===== src/hw/rtl/fmg_pkg.sv =====
// shared types and constants for the fuzzy membership grade pipeline
package fmg_pkg;

    // fixed field widths
    localparam int PT_W       = 16;
    localparam int GR_W       = 9;
    localparam int SET_W      = 2;
    localparam int MAX_POINTS = 4;
    localparam int SET_COUNT  = 3;
    localparam int BPS_W      = PT_W * MAX_POINTS;
    localparam int GRS_W      = GR_W * MAX_POINTS;
    localparam int CFG_IDX_W  = 3;
    localparam int CFG_DATA_W = 64;
    localparam int PROD_W     = PT_W + GR_W;
    localparam int QUO_W      = GR_W;

    // set codes
    localparam logic [SET_W-1:0] SET_LOW  = 2'd0;
    localparam logic [SET_W-1:0] SET_MED  = 2'd1;
    localparam logic [SET_W-1:0] SET_HIGH = 2'd2;

    // register indexes
    localparam logic [CFG_IDX_W-1:0] REG_LOW_BPS  = 3'd0;
    localparam logic [CFG_IDX_W-1:0] REG_MED_BPS  = 3'd1;
    localparam logic [CFG_IDX_W-1:0] REG_HIGH_BPS = 3'd2;
    localparam logic [CFG_IDX_W-1:0] REG_LOW_GRS  = 3'd3;
    localparam logic [CFG_IDX_W-1:0] REG_MED_GRS  = 3'd4;
    localparam logic [CFG_IDX_W-1:0] REG_HIGH_GRS = 3'd5;

    // default curves after reset
    localparam logic [BPS_W-1:0] RST_LOW_BPS  = 64'd360293467798110208;
    localparam logic [BPS_W-1:0] RST_MED_BPS  = 64'd1080874905769083648;
    localparam logic [BPS_W-1:0] RST_HIGH_BPS = 64'd3602896194738588160;
    localparam logic [GRS_W-1:0] RST_LOW_GRS  = 36'd131328;
    localparam logic [GRS_W-1:0] RST_MED_GRS  = 36'd67239936;
    localparam logic [GRS_W-1:0] RST_HIGH_GRS = 36'd34426847232;

    // one set's curve
    typedef struct packed {
        logic [MAX_POINTS-1:0][PT_W-1:0] pts;
        logic [MAX_POINTS-1:0][GR_W-1:0] grs;
    } t_curve;

    typedef t_curve [SET_COUNT-1:0] t_curve_bank;

    // after set selection
    typedef struct packed {
        logic [PT_W-1:0]  x;
        logic [SET_W-1:0] set;
        logic             oor;
        t_curve           curve;
    } t_sel_item;

    // after segment search
    typedef struct packed {
        logic [SET_W-1:0] set;
        logic             oor;
        logic [GR_W-1:0]  base;
        logic [GR_W-1:0]  diff;
        logic [PT_W-1:0]  delta;
        logic [PT_W-1:0]  span;
    } t_seg_item;

    // after the multiply
    typedef struct packed {
        logic [SET_W-1:0]  set;
        logic              oor;
        logic [GR_W-1:0]   base;
        logic [PT_W-1:0]   span;
        logic [PROD_W-1:0] prod;
    } t_prod_item;

    // inside the divider
    typedef struct packed {
        logic [SET_W-1:0]  set;
        logic              oor;
        logic [GR_W-1:0]   base;
        logic [PT_W-1:0]   span;
        logic [PROD_W-1:0] rem;
        logic [QUO_W-1:0]  quo;
    } t_div_item;

endpackage


===== src/hw/rtl/fmg_cfg_regs.sv =====
// configuration registers holding the three set curves
module fmg_cfg_regs (
    input  logic                              i_clk,
    input  logic                              i_rst_n,
    input  logic                              i_cfg_valid,
    input  logic [fmg_pkg::CFG_IDX_W-1:0]     i_cfg_index,
    input  logic [fmg_pkg::CFG_DATA_W-1:0]    i_cfg_data,
    output fmg_pkg::t_curve_bank              o_bank
);
    import fmg_pkg::*;

    logic [BPS_W-1:0] r_bps [SET_COUNT];
    logic [GRS_W-1:0] r_grs [SET_COUNT];

    // register writes, unknown indexes dropped
    always_ff @(posedge i_clk) begin
        if (!i_rst_n) begin
            r_bps[0] <= RST_LOW_BPS;
            r_bps[1] <= RST_MED_BPS;
            r_bps[2] <= RST_HIGH_BPS;
            r_grs[0] <= RST_LOW_GRS;
            r_grs[1] <= RST_MED_GRS;
            r_grs[2] <= RST_HIGH_GRS;
        end else if (i_cfg_valid) begin
            unique case (i_cfg_index)
                REG_LOW_BPS:  r_bps[0] <= i_cfg_data;
                REG_MED_BPS:  r_bps[1] <= i_cfg_data;
                REG_HIGH_BPS: r_bps[2] <= i_cfg_data;
                REG_LOW_GRS:  r_grs[0] <= i_cfg_data[GRS_W-1:0];
                REG_MED_GRS:  r_grs[1] <= i_cfg_data[GRS_W-1:0];
                REG_HIGH_GRS: r_grs[2] <= i_cfg_data[GRS_W-1:0];
                default: ;
            endcase
        end
    end

    // pack into curves
    always_comb begin
        for (int s = 0; s < SET_COUNT; s++) begin
            o_bank[s].pts = r_bps[s];
            o_bank[s].grs = r_grs[s];
        end
    end

endmodule


===== src/hw/rtl/fmg_select.sv =====
// first pipeline stage: picks the fuzzy set and its curve
module fmg_select #(
    parameter int POINTS_PER_SET = 4
) (
    input  logic                       i_clk,
    input  logic                       i_rst_n,
    input  fmg_pkg::t_curve_bank       i_bank,
    input  logic                       i_valid,
    output logic                       o_ready,
    input  logic [fmg_pkg::PT_W-1:0]   i_x,
    output logic                       o_valid,
    input  logic                       i_ready,
    output fmg_pkg::t_sel_item         o_item
);
    import fmg_pkg::*;

    localparam logic [1:0] LAST_IDX = 2'(POINTS_PER_SET - 1);

    logic      in_low;
    logic      in_med;
    logic      in_high;
    t_sel_item n_item;
    t_sel_item r_item;
    logic      r_valid;

    // first match on open ranges, high set open above
    assign in_low  = (i_x > i_bank[0].pts[0]) && (i_x < i_bank[0].pts[LAST_IDX]);
    assign in_med  = (i_x > i_bank[1].pts[0]) && (i_x < i_bank[1].pts[LAST_IDX]);
    assign in_high = (i_x > i_bank[2].pts[0]);

    always_comb begin
        n_item.x     = i_x;
        n_item.oor   = 1'b0;
        n_item.set   = SET_LOW;
        n_item.curve = i_bank[0];
        if (in_low) begin
            n_item.set = SET_LOW;
        end else if (in_med) begin
            n_item.set   = SET_MED;
            n_item.curve = i_bank[1];
        end else if (in_high) begin
            n_item.set   = SET_HIGH;
            n_item.curve = i_bank[2];
        end else begin
            n_item.oor = 1'b1;
        end
    end

    // stage register
    assign o_ready = !r_valid || i_ready;

    always_ff @(posedge i_clk) begin
        if (!i_rst_n) begin
            r_valid <= 1'b0;
        end else if (o_ready) begin
            r_valid <= i_valid;
        end
    end

    always_ff @(posedge i_clk) begin
        if (o_ready && i_valid) begin
            r_item <= n_item;
        end
    end

    assign o_valid = r_valid;
    assign o_item  = r_item;

endmodule


===== src/hw/rtl/fmg_segment.sv =====
// second pipeline stage: finds the curve segment and the interpolation operands
module fmg_segment #(
    parameter int POINTS_PER_SET = 4
) (
    input  logic                 i_clk,
    input  logic                 i_rst_n,
    input  logic                 i_valid,
    output logic                 o_ready,
    input  fmg_pkg::t_sel_item   i_item,
    output logic                 o_valid,
    input  logic                 i_ready,
    output fmg_pkg::t_seg_item   o_item
);
    import fmg_pkg::*;

    localparam logic [1:0] LAST_IDX = 2'(POINTS_PER_SET - 1);

    logic            hit;
    logic [PT_W-1:0] x;
    t_curve          c;
    t_seg_item       n_item;
    t_seg_item       r_item;
    logic            r_valid;

    assign x = i_item.x;
    assign c = i_item.curve;

    // scan segments in order; exact point wins before the segment above it
    always_comb begin
        n_item.set   = i_item.set;
        n_item.oor   = i_item.oor;
        n_item.base  = c.grs[LAST_IDX];
        n_item.diff  = '0;
        n_item.delta = '0;
        n_item.span  = PT_W'(1);
        hit          = 1'b0;
        if (x < c.pts[0]) begin
            n_item.base = c.grs[0];
        end else begin
            for (int k = 0; k < POINTS_PER_SET - 1; k++) begin
                if (!hit) begin
                    if (x == c.pts[k]) begin
                        hit         = 1'b1;
                        n_item.base = c.grs[k];
                    end else if (x > c.pts[k] && x < c.pts[k+1]) begin
                        hit         = 1'b1;
                        n_item.span = c.pts[k+1] - c.pts[k];
                        if (c.grs[k] < c.grs[k+1]) begin
                            n_item.base  = c.grs[k];
                            n_item.diff  = c.grs[k+1] - c.grs[k];
                            n_item.delta = x - c.pts[k];
                        end else if (c.grs[k] > c.grs[k+1]) begin
                            n_item.base  = c.grs[k+1];
                            n_item.diff  = c.grs[k] - c.grs[k+1];
                            n_item.delta = c.pts[k+1] - x;
                        end else begin
                            n_item.base = c.grs[k];
                        end
                    end
                end
            end
        end
    end

    // stage register
    assign o_ready = !r_valid || i_ready;

    always_ff @(posedge i_clk) begin
        if (!i_rst_n) begin
            r_valid <= 1'b0;
        end else if (o_ready) begin
            r_valid <= i_valid;
        end
    end

    always_ff @(posedge i_clk) begin
        if (o_ready && i_valid) begin
            r_item <= n_item;
        end
    end

    assign o_valid = r_valid;
    assign o_item  = r_item;

endmodule


===== src/hw/rtl/fmg_interp.sv =====
// multiply, one-bit-per-stage restoring divide, and final grade add
module fmg_interp (
    input  logic                       i_clk,
    input  logic                       i_rst_n,
    input  logic                       i_valid,
    output logic                       o_ready,
    input  fmg_pkg::t_seg_item         i_item,
    output logic                       o_valid,
    input  logic                       i_ready,
    output logic [fmg_pkg::GR_W-1:0]   o_membership,
    output logic [fmg_pkg::SET_W-1:0]  o_chosen_set,
    output logic                       o_out_of_range
);
    import fmg_pkg::*;

    t_prod_item       r_pm;
    logic             r_pm_v;
    logic             rdy_pm;
    t_div_item        r_dv [QUO_W];
    logic [QUO_W-1:0] r_dv_v;
    logic [QUO_W-1:0] rdy_dv;
    t_div_item        dv_in [QUO_W];
    logic [QUO_W-1:0] dv_in_v;
    logic             rdy_o;
    logic             r_o_v;
    logic [GR_W-1:0]  r_membership;
    logic [SET_W-1:0] r_chosen_set;
    logic             r_out_of_range;
    logic [GR_W:0]    sum;

    // ready chain, bubbles collapse
    assign rdy_o  = !r_o_v || i_ready;
    assign rdy_dv[QUO_W-1] = !r_dv_v[QUO_W-1] || rdy_o;
    generate
        for (genvar s = 0; s < QUO_W - 1; s++) begin : g_rdy
            assign rdy_dv[s] = !r_dv_v[s] || rdy_dv[s+1];
        end
    endgenerate
    assign rdy_pm  = !r_pm_v || rdy_dv[0];
    assign o_ready = rdy_pm;

    // product stage
    always_ff @(posedge i_clk) begin
        if (!i_rst_n) begin
            r_pm_v <= 1'b0;
        end else if (rdy_pm) begin
            r_pm_v <= i_valid;
        end
    end

    always_ff @(posedge i_clk) begin
        if (rdy_pm && i_valid) begin
            r_pm.set  <= i_item.set;
            r_pm.oor  <= i_item.oor;
            r_pm.base <= i_item.base;
            r_pm.span <= i_item.span;
            r_pm.prod <= PROD_W'(i_item.delta) * PROD_W'(i_item.diff);
        end
    end

    // divider input of stage zero
    always_comb begin
        dv_in[0].set  = r_pm.set;
        dv_in[0].oor  = r_pm.oor;
        dv_in[0].base = r_pm.base;
        dv_in[0].span = r_pm.span;
        dv_in[0].rem  = r_pm.prod;
        dv_in[0].quo  = '0;
        dv_in_v[0]    = r_pm_v;
    end

    // divide stages, most significant quotient bit first
    generate
        for (genvar s = 0; s < QUO_W; s++) begin : g_div
            localparam int BIT = QUO_W - 1 - s;
            logic [PROD_W-1:0] trial;
            t_div_item         n_dv;

            if (s > 0) begin : g_link
                assign dv_in[s]   = r_dv[s-1];
                assign dv_in_v[s] = r_dv_v[s-1];
            end

            assign trial = PROD_W'(dv_in[s].span) << BIT;

            always_comb begin
                n_dv = dv_in[s];
                if (dv_in[s].rem >= trial) begin
                    n_dv.rem      = dv_in[s].rem - trial;
                    n_dv.quo[BIT] = 1'b1;
                end
            end

            always_ff @(posedge i_clk) begin
                if (!i_rst_n) begin
                    r_dv_v[s] <= 1'b0;
                end else if (rdy_dv[s]) begin
                    r_dv_v[s] <= dv_in_v[s];
                end
            end

            always_ff @(posedge i_clk) begin
                if (rdy_dv[s] && dv_in_v[s]) begin
                    r_dv[s] <= n_dv;
                end
            end
        end
    endgenerate

    // output register: grade is base plus quotient
    assign sum = {1'b0, r_dv[QUO_W-1].base} + {1'b0, r_dv[QUO_W-1].quo};

    always_ff @(posedge i_clk) begin
        if (!i_rst_n) begin
            r_o_v <= 1'b0;
        end else if (rdy_o) begin
            r_o_v <= r_dv_v[QUO_W-1];
        end
    end

    always_ff @(posedge i_clk) begin
        if (rdy_o && r_dv_v[QUO_W-1]) begin
            r_membership   <= sum[GR_W-1:0];
            r_chosen_set   <= r_dv[QUO_W-1].set;
            r_out_of_range <= r_dv[QUO_W-1].oor;
        end
    end

    assign o_valid        = r_o_v;
    assign o_membership   = r_membership;
    assign o_chosen_set   = r_chosen_set;
    assign o_out_of_range = r_out_of_range;

endmodule


===== src/hw/rtl/fuzzy_membership_grade.sv =====
// top level of the trapezoidal fuzzy membership grade pipeline
//
// Input channel (i_in_valid/o_in_ready) carries one unsigned Q8.8 crisp value
// per transfer. Output channel (o_out_valid/i_out_ready) returns one result per
// input: the membership grade (256 is 1.0), the chosen set and an out of range
// flag. The config channel (i_cfg_valid/o_cfg_ready) writes the breakpoints
// and grades of the low, medium and high sets; it is always ready and should
// only be written while the pipeline is empty.
// Each item passes through set select, segment search, multiply, nine divider
// stages (one quotient bit each, set by the 25-bit compare and subtract per
// stage) and the output register.
// Throughput is one item per cycle while the receiver does not stall.
// Reset clears every valid bit and loads the default low, medium and high
// curves. When the receiver stalls, each stage holds its item, empty stages
// still fill, and o_in_ready drops only once all stages are occupied.
module fuzzy_membership_grade #(
    parameter int POINTS_PER_SET = 4
) (
    input  logic                              i_clk,
    input  logic                              i_rst_n,
    input  logic                              i_cfg_valid,
    output logic                              o_cfg_ready,
    input  logic [fmg_pkg::CFG_IDX_W-1:0]     i_cfg_index,
    input  logic [fmg_pkg::CFG_DATA_W-1:0]    i_cfg_data,
    input  logic                              i_in_valid,
    output logic                              o_in_ready,
    input  logic [fmg_pkg::PT_W-1:0]          i_crisp_value,
    output logic                              o_out_valid,
    input  logic                              i_out_ready,
    output logic [fmg_pkg::GR_W-1:0]          o_membership,
    output logic [fmg_pkg::SET_W-1:0]         o_chosen_set,
    output logic                              o_out_of_range
);
    import fmg_pkg::*;

    t_curve_bank bank;
    logic        sel_valid;
    logic        sel_ready;
    t_sel_item   sel_item;
    logic        seg_valid;
    logic        seg_ready;
    t_seg_item   seg_item;

    assign o_cfg_ready = 1'b1;

    // curve registers
    fmg_cfg_regs u_cfg (
        .i_clk       (i_clk),
        .i_rst_n     (i_rst_n),
        .i_cfg_valid (i_cfg_valid),
        .i_cfg_index (i_cfg_index),
        .i_cfg_data  (i_cfg_data),
        .o_bank      (bank)
    );

    // set selection
    fmg_select #(
        .POINTS_PER_SET (POINTS_PER_SET)
    ) u_select (
        .i_clk   (i_clk),
        .i_rst_n (i_rst_n),
        .i_bank  (bank),
        .i_valid (i_in_valid),
        .o_ready (o_in_ready),
        .i_x     (i_crisp_value),
        .o_valid (sel_valid),
        .i_ready (sel_ready),
        .o_item  (sel_item)
    );

    // segment search
    fmg_segment #(
        .POINTS_PER_SET (POINTS_PER_SET)
    ) u_segment (
        .i_clk   (i_clk),
        .i_rst_n (i_rst_n),
        .i_valid (sel_valid),
        .o_ready (sel_ready),
        .i_item  (sel_item),
        .o_valid (seg_valid),
        .i_ready (seg_ready),
        .o_item  (seg_item)
    );

    // interpolation
    fmg_interp u_interp (
        .i_clk          (i_clk),
        .i_rst_n        (i_rst_n),
        .i_valid        (seg_valid),
        .o_ready        (seg_ready),
        .i_item         (seg_item),
        .o_valid        (o_out_valid),
        .i_ready        (i_out_ready),
        .o_membership   (o_membership),
        .o_chosen_set   (o_chosen_set),
        .o_out_of_range (o_out_of_range)
    );

endmodule


===== config.mk =====
export PLATFORM = sky130hd
export DESIGN_NAME = fuzzy_membership_grade
export DESIGN_NICKNAME = d
export VERILOG_FILES = /design/src/hw/rtl/fmg_pkg.sv /design/src/hw/rtl/fmg_cfg_regs.sv /design/src/hw/rtl/fmg_select.sv /design/src/hw/rtl/fmg_segment.sv /design/src/hw/rtl/fmg_interp.sv /design/src/hw/rtl/fuzzy_membership_grade.sv
export SDC_FILE = /design/constraint.sdc
export NUM_CORES = 2
export LEC_CHECK = 0
export BUFFER_PORTS_ARGS = -buffer_cell sky130_fd_sc_hd__buf_2
export CORE_MARGIN = 4
export CORE_UTILIZATION = 28
export DETAILED_ROUTE_END_ITERATION = 10
export GPL_TIMING_DRIVEN = 0
export PLACE_DENSITY = 0.44
export SYNTH_ARGS = -nofsm -noshare
export SYNTH_HDL_FRONTEND = slang
export SYNTH_HIERARCHICAL = 1
export SYNTH_SLANG_ARGS = --single-unit
export TNS_END_PERCENT = 20

===== constraint.sdc =====
create_clock -name i_clk -period 6.5 [get_ports i_clk]
set_input_delay 0.325 -clock i_clk [delete_from_list [all_inputs] [get_ports i_clk]]
set_output_delay 0.325 -clock i_clk [all_outputs]
set_load 0.02 [all_outputs]

[Yosys cells after proc, flatten, opt, wreduce, memory -nomap -nowiden]
Memory sizes are Yosys's and may differ from the RTL's.
Cells that the tools add are included.
Word-level totals
  output and inout port bits: 15
  register bits: 250
  memories: 3
  RAM bits: 858
  logic and storage cells: 259
  input bits: 88
Memory list
  u_interp.r_dv: depth 9, width 62, read ports 9, clocked after memory_dff 0, wr ports 9, RTL line fmg_interp.sv:19  | t_div_item r_dv [QUO_W];
  u_cfg.r_bps: depth 3, width 64, read ports 3, clocked after memory_dff 0, wr ports 3, RTL line fmg_cfg_regs.sv:12  | logic [BPS_W-1:0] r_bps [SET_COUNT];
  u_cfg.r_grs: depth 3, width 36, read ports 3, clocked after memory_dff 0, wr ports 3, RTL line fmg_cfg_regs.sv:13  | logic [GRS_W-1:0] r_grs [SET_COUNT];
Operators by class
  $lt $le $gt $ge: 27
  eq/ne operators: 8
  bitwise operators: 6
  muxes and demuxes: 104
  reduce and logical (&&, ||, !) cells: 46
  add/subtract/negate cells: 25
  $mul: 1
Operator list (number)
  two-way mux 50 bit: 9
  two-way mux 100 bit: 3
  two-way mux 25 bit: 11
  two-way mux 64 bit: 3
  subtractor 16 bit: 9
  two-way mux 41 bit: 3
  two-way mux 36 bit: 3
  two-way mux 34 bit: 3
  > comparator 16 bit: 6
  < comparator 16 bit: 6
  two-way mux 9 bit: 7
  two-way mux 1 bit: 60
  subtractor 9 bit: 6
  == test 16 bit: 3
  > comparator 9 bit: 3
  < comparator 9 bit: 3
  two-way mux 26 bit: 1
  >= comparator 25 x 16 -> 1 bit: 1
  >= comparator 25 x 17 -> 1 bit: 1
  >= comparator 25 x 18 -> 1 bit: 1
  >= comparator 25 x 19 -> 1 bit: 1
  >= comparator 25 x 20 -> 1 bit: 1
  >= comparator 25 x 21 -> 1 bit: 1
  >= comparator 25 x 22 -> 1 bit: 1
  other kinds (23): 71

[Longest topological paths before layout]
  depth in word-level cells: 20
  gate-level depth with buffers: 20

[By module]
Netlist, hierarchy kept.
By module, submodules not included
  fmg_interp: instances 1, area an instance 30779.5 µm², cells an instance 2561
  fmg_segment: instances 1, area an instance 12146.6 µm², cells an instance 1588
  fmg_cfg_regs: instances 1, area an instance 10824.1 µm², cells an instance 517
  fmg_select: instances 1, area an instance 8473.1 µm², cells an instance 754
  fuzzy_membership_grade: instances 1, area an instance 11.3 µm², cells an instance 2

[Worst setup path after synthesis]
OpenSTA, ideal clock, no wires.
  path type: register to register
  start point: register u_interp.r_o_v, in the netlist u_interp/o_valid
  end point: memory u_interp/r_dv[0][0] in the netlist's numbering, enable pin
  required time: 5.952 ns
  clock period less this slack: 6.086 ns
  stages on the path, launching flop included: 8
  data arrival time: 5.538 ns
  path slack: 0.414 ns
  cells stage by stage: dfxtp_1 nor2b_1 and3_1 and3_1 and2_1 and3_1 and2_0 a21boi_0
RTL lines
  start, declared: RTL line fmg_interp.sv:25  | logic r_o_v;
  start signal, assigned: RTL line fmg_interp.sv:117  | r_o_v <= r_dv_v[QUO_W-1];
  end, declared: RTL line fmg_interp.sv:19

[Final worst setup path]
  start point: register u_segment.r_item, in the netlist u_segment/o_item[37]
  end point: register u_interp.r_pm, in the netlist u_interp/dv_in[528], data pin
Between the ends
  longest elaborated chain between the ends: 1
Ends and longest elaborated chain
  start, declared: RTL line fmg_segment.sv:22  | t_seg_item r_item;
  start signal, assigned: RTL line fmg_segment.sv:78  | r_item <= n_item;
  multiplier 16 x 9 -> 25 bit: RTL line fmg_interp.sv:57  | r_pm.prod <= PROD_W'(i_item.delta) * PROD_W'(i_item.diff);
  end, declared: RTL line fmg_interp.sv:16  | t_prod_item r_pm;
No other way between the ends.
A chain may end at the register's enable or synchronous reset.

==> flow_summary.ini <==
[clock_network]
cts_resized = 0
clockBufferDepth = 3
cts_sinks = 1031
numCtsBuffers = 114
clk_latency_ns = 0.78
clkTransAtPathRegs_ns = 0.06
cts_tree = built
post_cts.repair.setup_buffers = 0
h-tree-depth = 3
root_buffer = clkbuf_16
ctsHoldBuffers = 83

[min_path]
holdPathStages = 2
hp-start = i_cfg_data[13]
min_to = u_cfg/r_bps[0][77]$_DFFE_PP_
hold_class = in -> reg

[critical_path]
max_stage_delay_ns = 0.57
start_kind = flop
crit_path_end_kind = flop
critical_path_class = reg -> reg
crit_slowest_cell = edfxtp_1
reg2reg_slack_ns = 0.40
crit_fanout = 10
cp.arrival_ns = 6.55
path_cells = clkbuf_1 > nand2_1 > fa_1 > fa_1 > inv_1 > fa_1 > inv_1 > fa_1 > inv_1 > ha_1 > nor3_1 > nand2_1 > o211ai_1 > o21ai_0 > a211oi_1 > nor3b_1 > a211oi_1 > xnor2_1
reg2reg_from = u_segment/o_item[37]$_SDFFCE_PP0P_
r2r_end = u_interp/dv_in[528]$_DFFE_PP_
critPathRequiredTime_ns = 6.95
crit_path_frequent_cell = fa_1
reg2reg_depth = 18

[die]
start_util_pct = 28.2
die_h_um = 479
rows = 172
die-area_mm2 = 0.230
die_w_um = 479
pin_count = 103
core_mm2 = 0.220

[global_route]
antenna_found_initial = 4
first_global_vias = 43300
grt_usage_pct = 16.8
grt_first_pass_wirelength_um = 290000
grt_max_degree = 71
grt-ovfl-total = 0

[status]
status = completed

[power]
total_power_uw = 26500
p_leak_uw = 0.0278
irDropWorstVdd_mv = 0.732
powerDensity_mw_per_mm2 = 370

[route]
drtPass1Iterations = 6
num_vias = 43600
wl_per_cell_um = 22.3
ant_nets = 0
drcViolationCount = 0
wirelength_um = 196000
via_per_inst = 4.95
drtIter0Drc = 3465

[job]
drv_cap = 0

[yosys]
synth-edff-count = 1018
synth_cell_types = 106
ys_seq_elements = 1031
synth.cell_area_mm2 = 0.0622
async_flop_share_pct = 0
syn_area_per_cell_um2 = 11.5
yosys_warnings = 6
ys_seq_area_share_pct = 49.5
syn_nets = 6099
synthFlopType = edfxtp_1
synthesis.instances = 5422

[place]
post_dp_cell_area_mm2 = 0.0673
place.gp.congestion = 0.928
dp_hpwl_um = 157000
portBuffers = 101

[sta]
worstMarginPinSlew_ns = 1.31
slew_headroom_pct = 11.5
max_freq_mhz = 164
period_needed_ns = 6.10
finalHoldViolations = 0
setup_viol = 0
rsz0062_at_grt = false
fin_crit_sh_pct = 93.8
fin_skew_ns = 0.0619
finalMaxSlewViolations = 0

[cells_and_area]
layout-drive-gt1-share_pct = 10.1
mostFrequentLayoutCells = edfxtp_1 (1018), inv_1 (535), ha_1 (466)
layout_commonest_cell = edfxtp_1
syn_to_final_growth_pct = 15.4
finish.net_count = 6430
fin_area_mm2 = 0.0718
fillers = 22400
==> critical path, delay by kind of cell, from the launching register on <==
family	cells	cell delay (ns)
compound gates	4	1.29
simple gates	4	0.69
buf+inv	4	0.71
flops	1	0.57
fa+ha+maj	5	2.34
xor+xnor	1	0.16
==> sequential cells by signal, indices dropped and copies added, names as in the netlist <==
name	flops
u_interp/r_dv	481
u_interp/r_pm_v	1
u_interp/o_membership	9
u_segment/o_valid	1
u_interp/o_chosen_set	2
u_segment/o_item	53
u_cfg/r_grs	108
u_interp/r_dv_v	1
u_select/o_valid	1
u_interp/o_valid	1
u_interp/dv_in	53
u_select/o_item	119
u_interp/dv_in_v	8
u_interp/o_out_of_range	1
u_cfg/r_bps	192
==> report_power, final <==
group	switching [µW]	total, µW	internal [µW]
combinational	6890	11500	4630
sequential	418	8640	8220
clock	2720	6380	3660
total	10000	26500	16500
==> per-layer routing <==
layer  global-route usage [%]  wire length (µm)  vias up
li1                         -                 -    20700
met4                     5.50              6660        0
met5                        0                 0        -
met1                     23.6             91700    21600
met3                     1.85              7990      266
met2                     27.0             89700     1061
==> cell type report <==
| type | count | area, µm² | share of cell area [%] |
|---|---|---|---|
| antenna | 1 | 2.50 | 0.00348 |
| clock buffer | 138 | 2970 | 4.14 |
| multi-input combinational | 3647 | 28600 | 39.8 |
| tap | 2958 | 3700 | 5.15 |
| inverter | 536 | 2010 | 2.80 |
| buffer | 208 | 998 | 1.39 |
| sequential | 1031 | 30800 | 42.9 |
| timing repair buffer | 215 | 2000 | 2.79 |
| clock inverter | 70 | 743 | 1.03 |
==> Yosys cell counts (all sizes together) (83+ instances only) <==
cell	n	area, µm²
and3	96	601
a21o	113	848
xnor2	162	1420
and2	99	622
nor3	87	450
clkbuf	125	469
nor2	249	937
nand2	305	1150
nand3	142	711
o21ai	227	1140
xor2	97	850
a21oi	372	1870
inv	536	2010
buf	83	529
edfxtp	1018	30600
ha	466	5830
fa	123	2460
o2bb2ai	100	926
==> per-stage QoR <==
| stage | instances | hold WS, ns | utilization (%) | worst slack (ns) | TNS [ns] |
|---|---|---|---|---|---|
| final | 8804 | 0.114 | 32.6 | 0.403 | 0 |
| after global routing | 8803 | 0.0414 | 32.6 | 0.0150 | 0 |
| after global placement | 8481 | 0.400 | 30.1 | -4.22 | -1140.41 |
| after floorplan | 5422 | 0.400 | - | 0.414 | 0 |
| after detailed placement | 8512 | 0.405 | 30.5 | 0.478 | 0 |
| after CTS | 8803 | 0.0228 | 32.6 | 0.382 | 0 |
==> kinds of logic (layout without fill, tap and decap cells) <==
logic type,Yosys count,count (layout),share of synthesized area (%)
AND/OR/NAND/NOR,1387,1387,12.5
XOR/XNOR,259,259,3.64
other,1,2,0.00603
adder cells (fa/ha/maj),589,589,13.3
AO/OA/AOI/OAI,1277,1277,13.8
flip-flops,1031,1031,49.5
buffers and inverters,744,1167,4.84
multiplexers,134,134,2.32
==> worst max-delay path by stage <==
| stage | startpoint | to | slack (ns) | cells past startpoint |
|---|---|---|---|---|
| finish | u_segment/o_item[37]$_SDFFCE_PP0P_ | u_interp/dv_in[528]$_DFFE_PP_ | 0.40 | 18 |
| detailed placement | u_segment/o_item[37]$_SDFFCE_PP0P_ | u_interp/dv_in[528]$_DFFE_PP_ | 0.48 | 18 |
| global route | u_segment/o_item[37]$_SDFFCE_PP0P_ | u_interp/dv_in[528]$_DFFE_PP_ | 0.01 | 18 |
| CTS | u_segment/o_item[37]$_SDFFCE_PP0P_ | u_interp/dv_in[528]$_DFFE_PP_ | 0.38 | 18 |
| floorplan | u_interp/o_valid$_SDFFE_PN0P_ | u_interp/r_dv[0][0]$_DFFE_PP_ | 0.41 | 7 |
| global placement | i_cfg_index[2] | u_cfg/r_bps[0][55]$_DFFE_PP_ | -4.22 | 4 |
(Power assumes the default switching activity.)
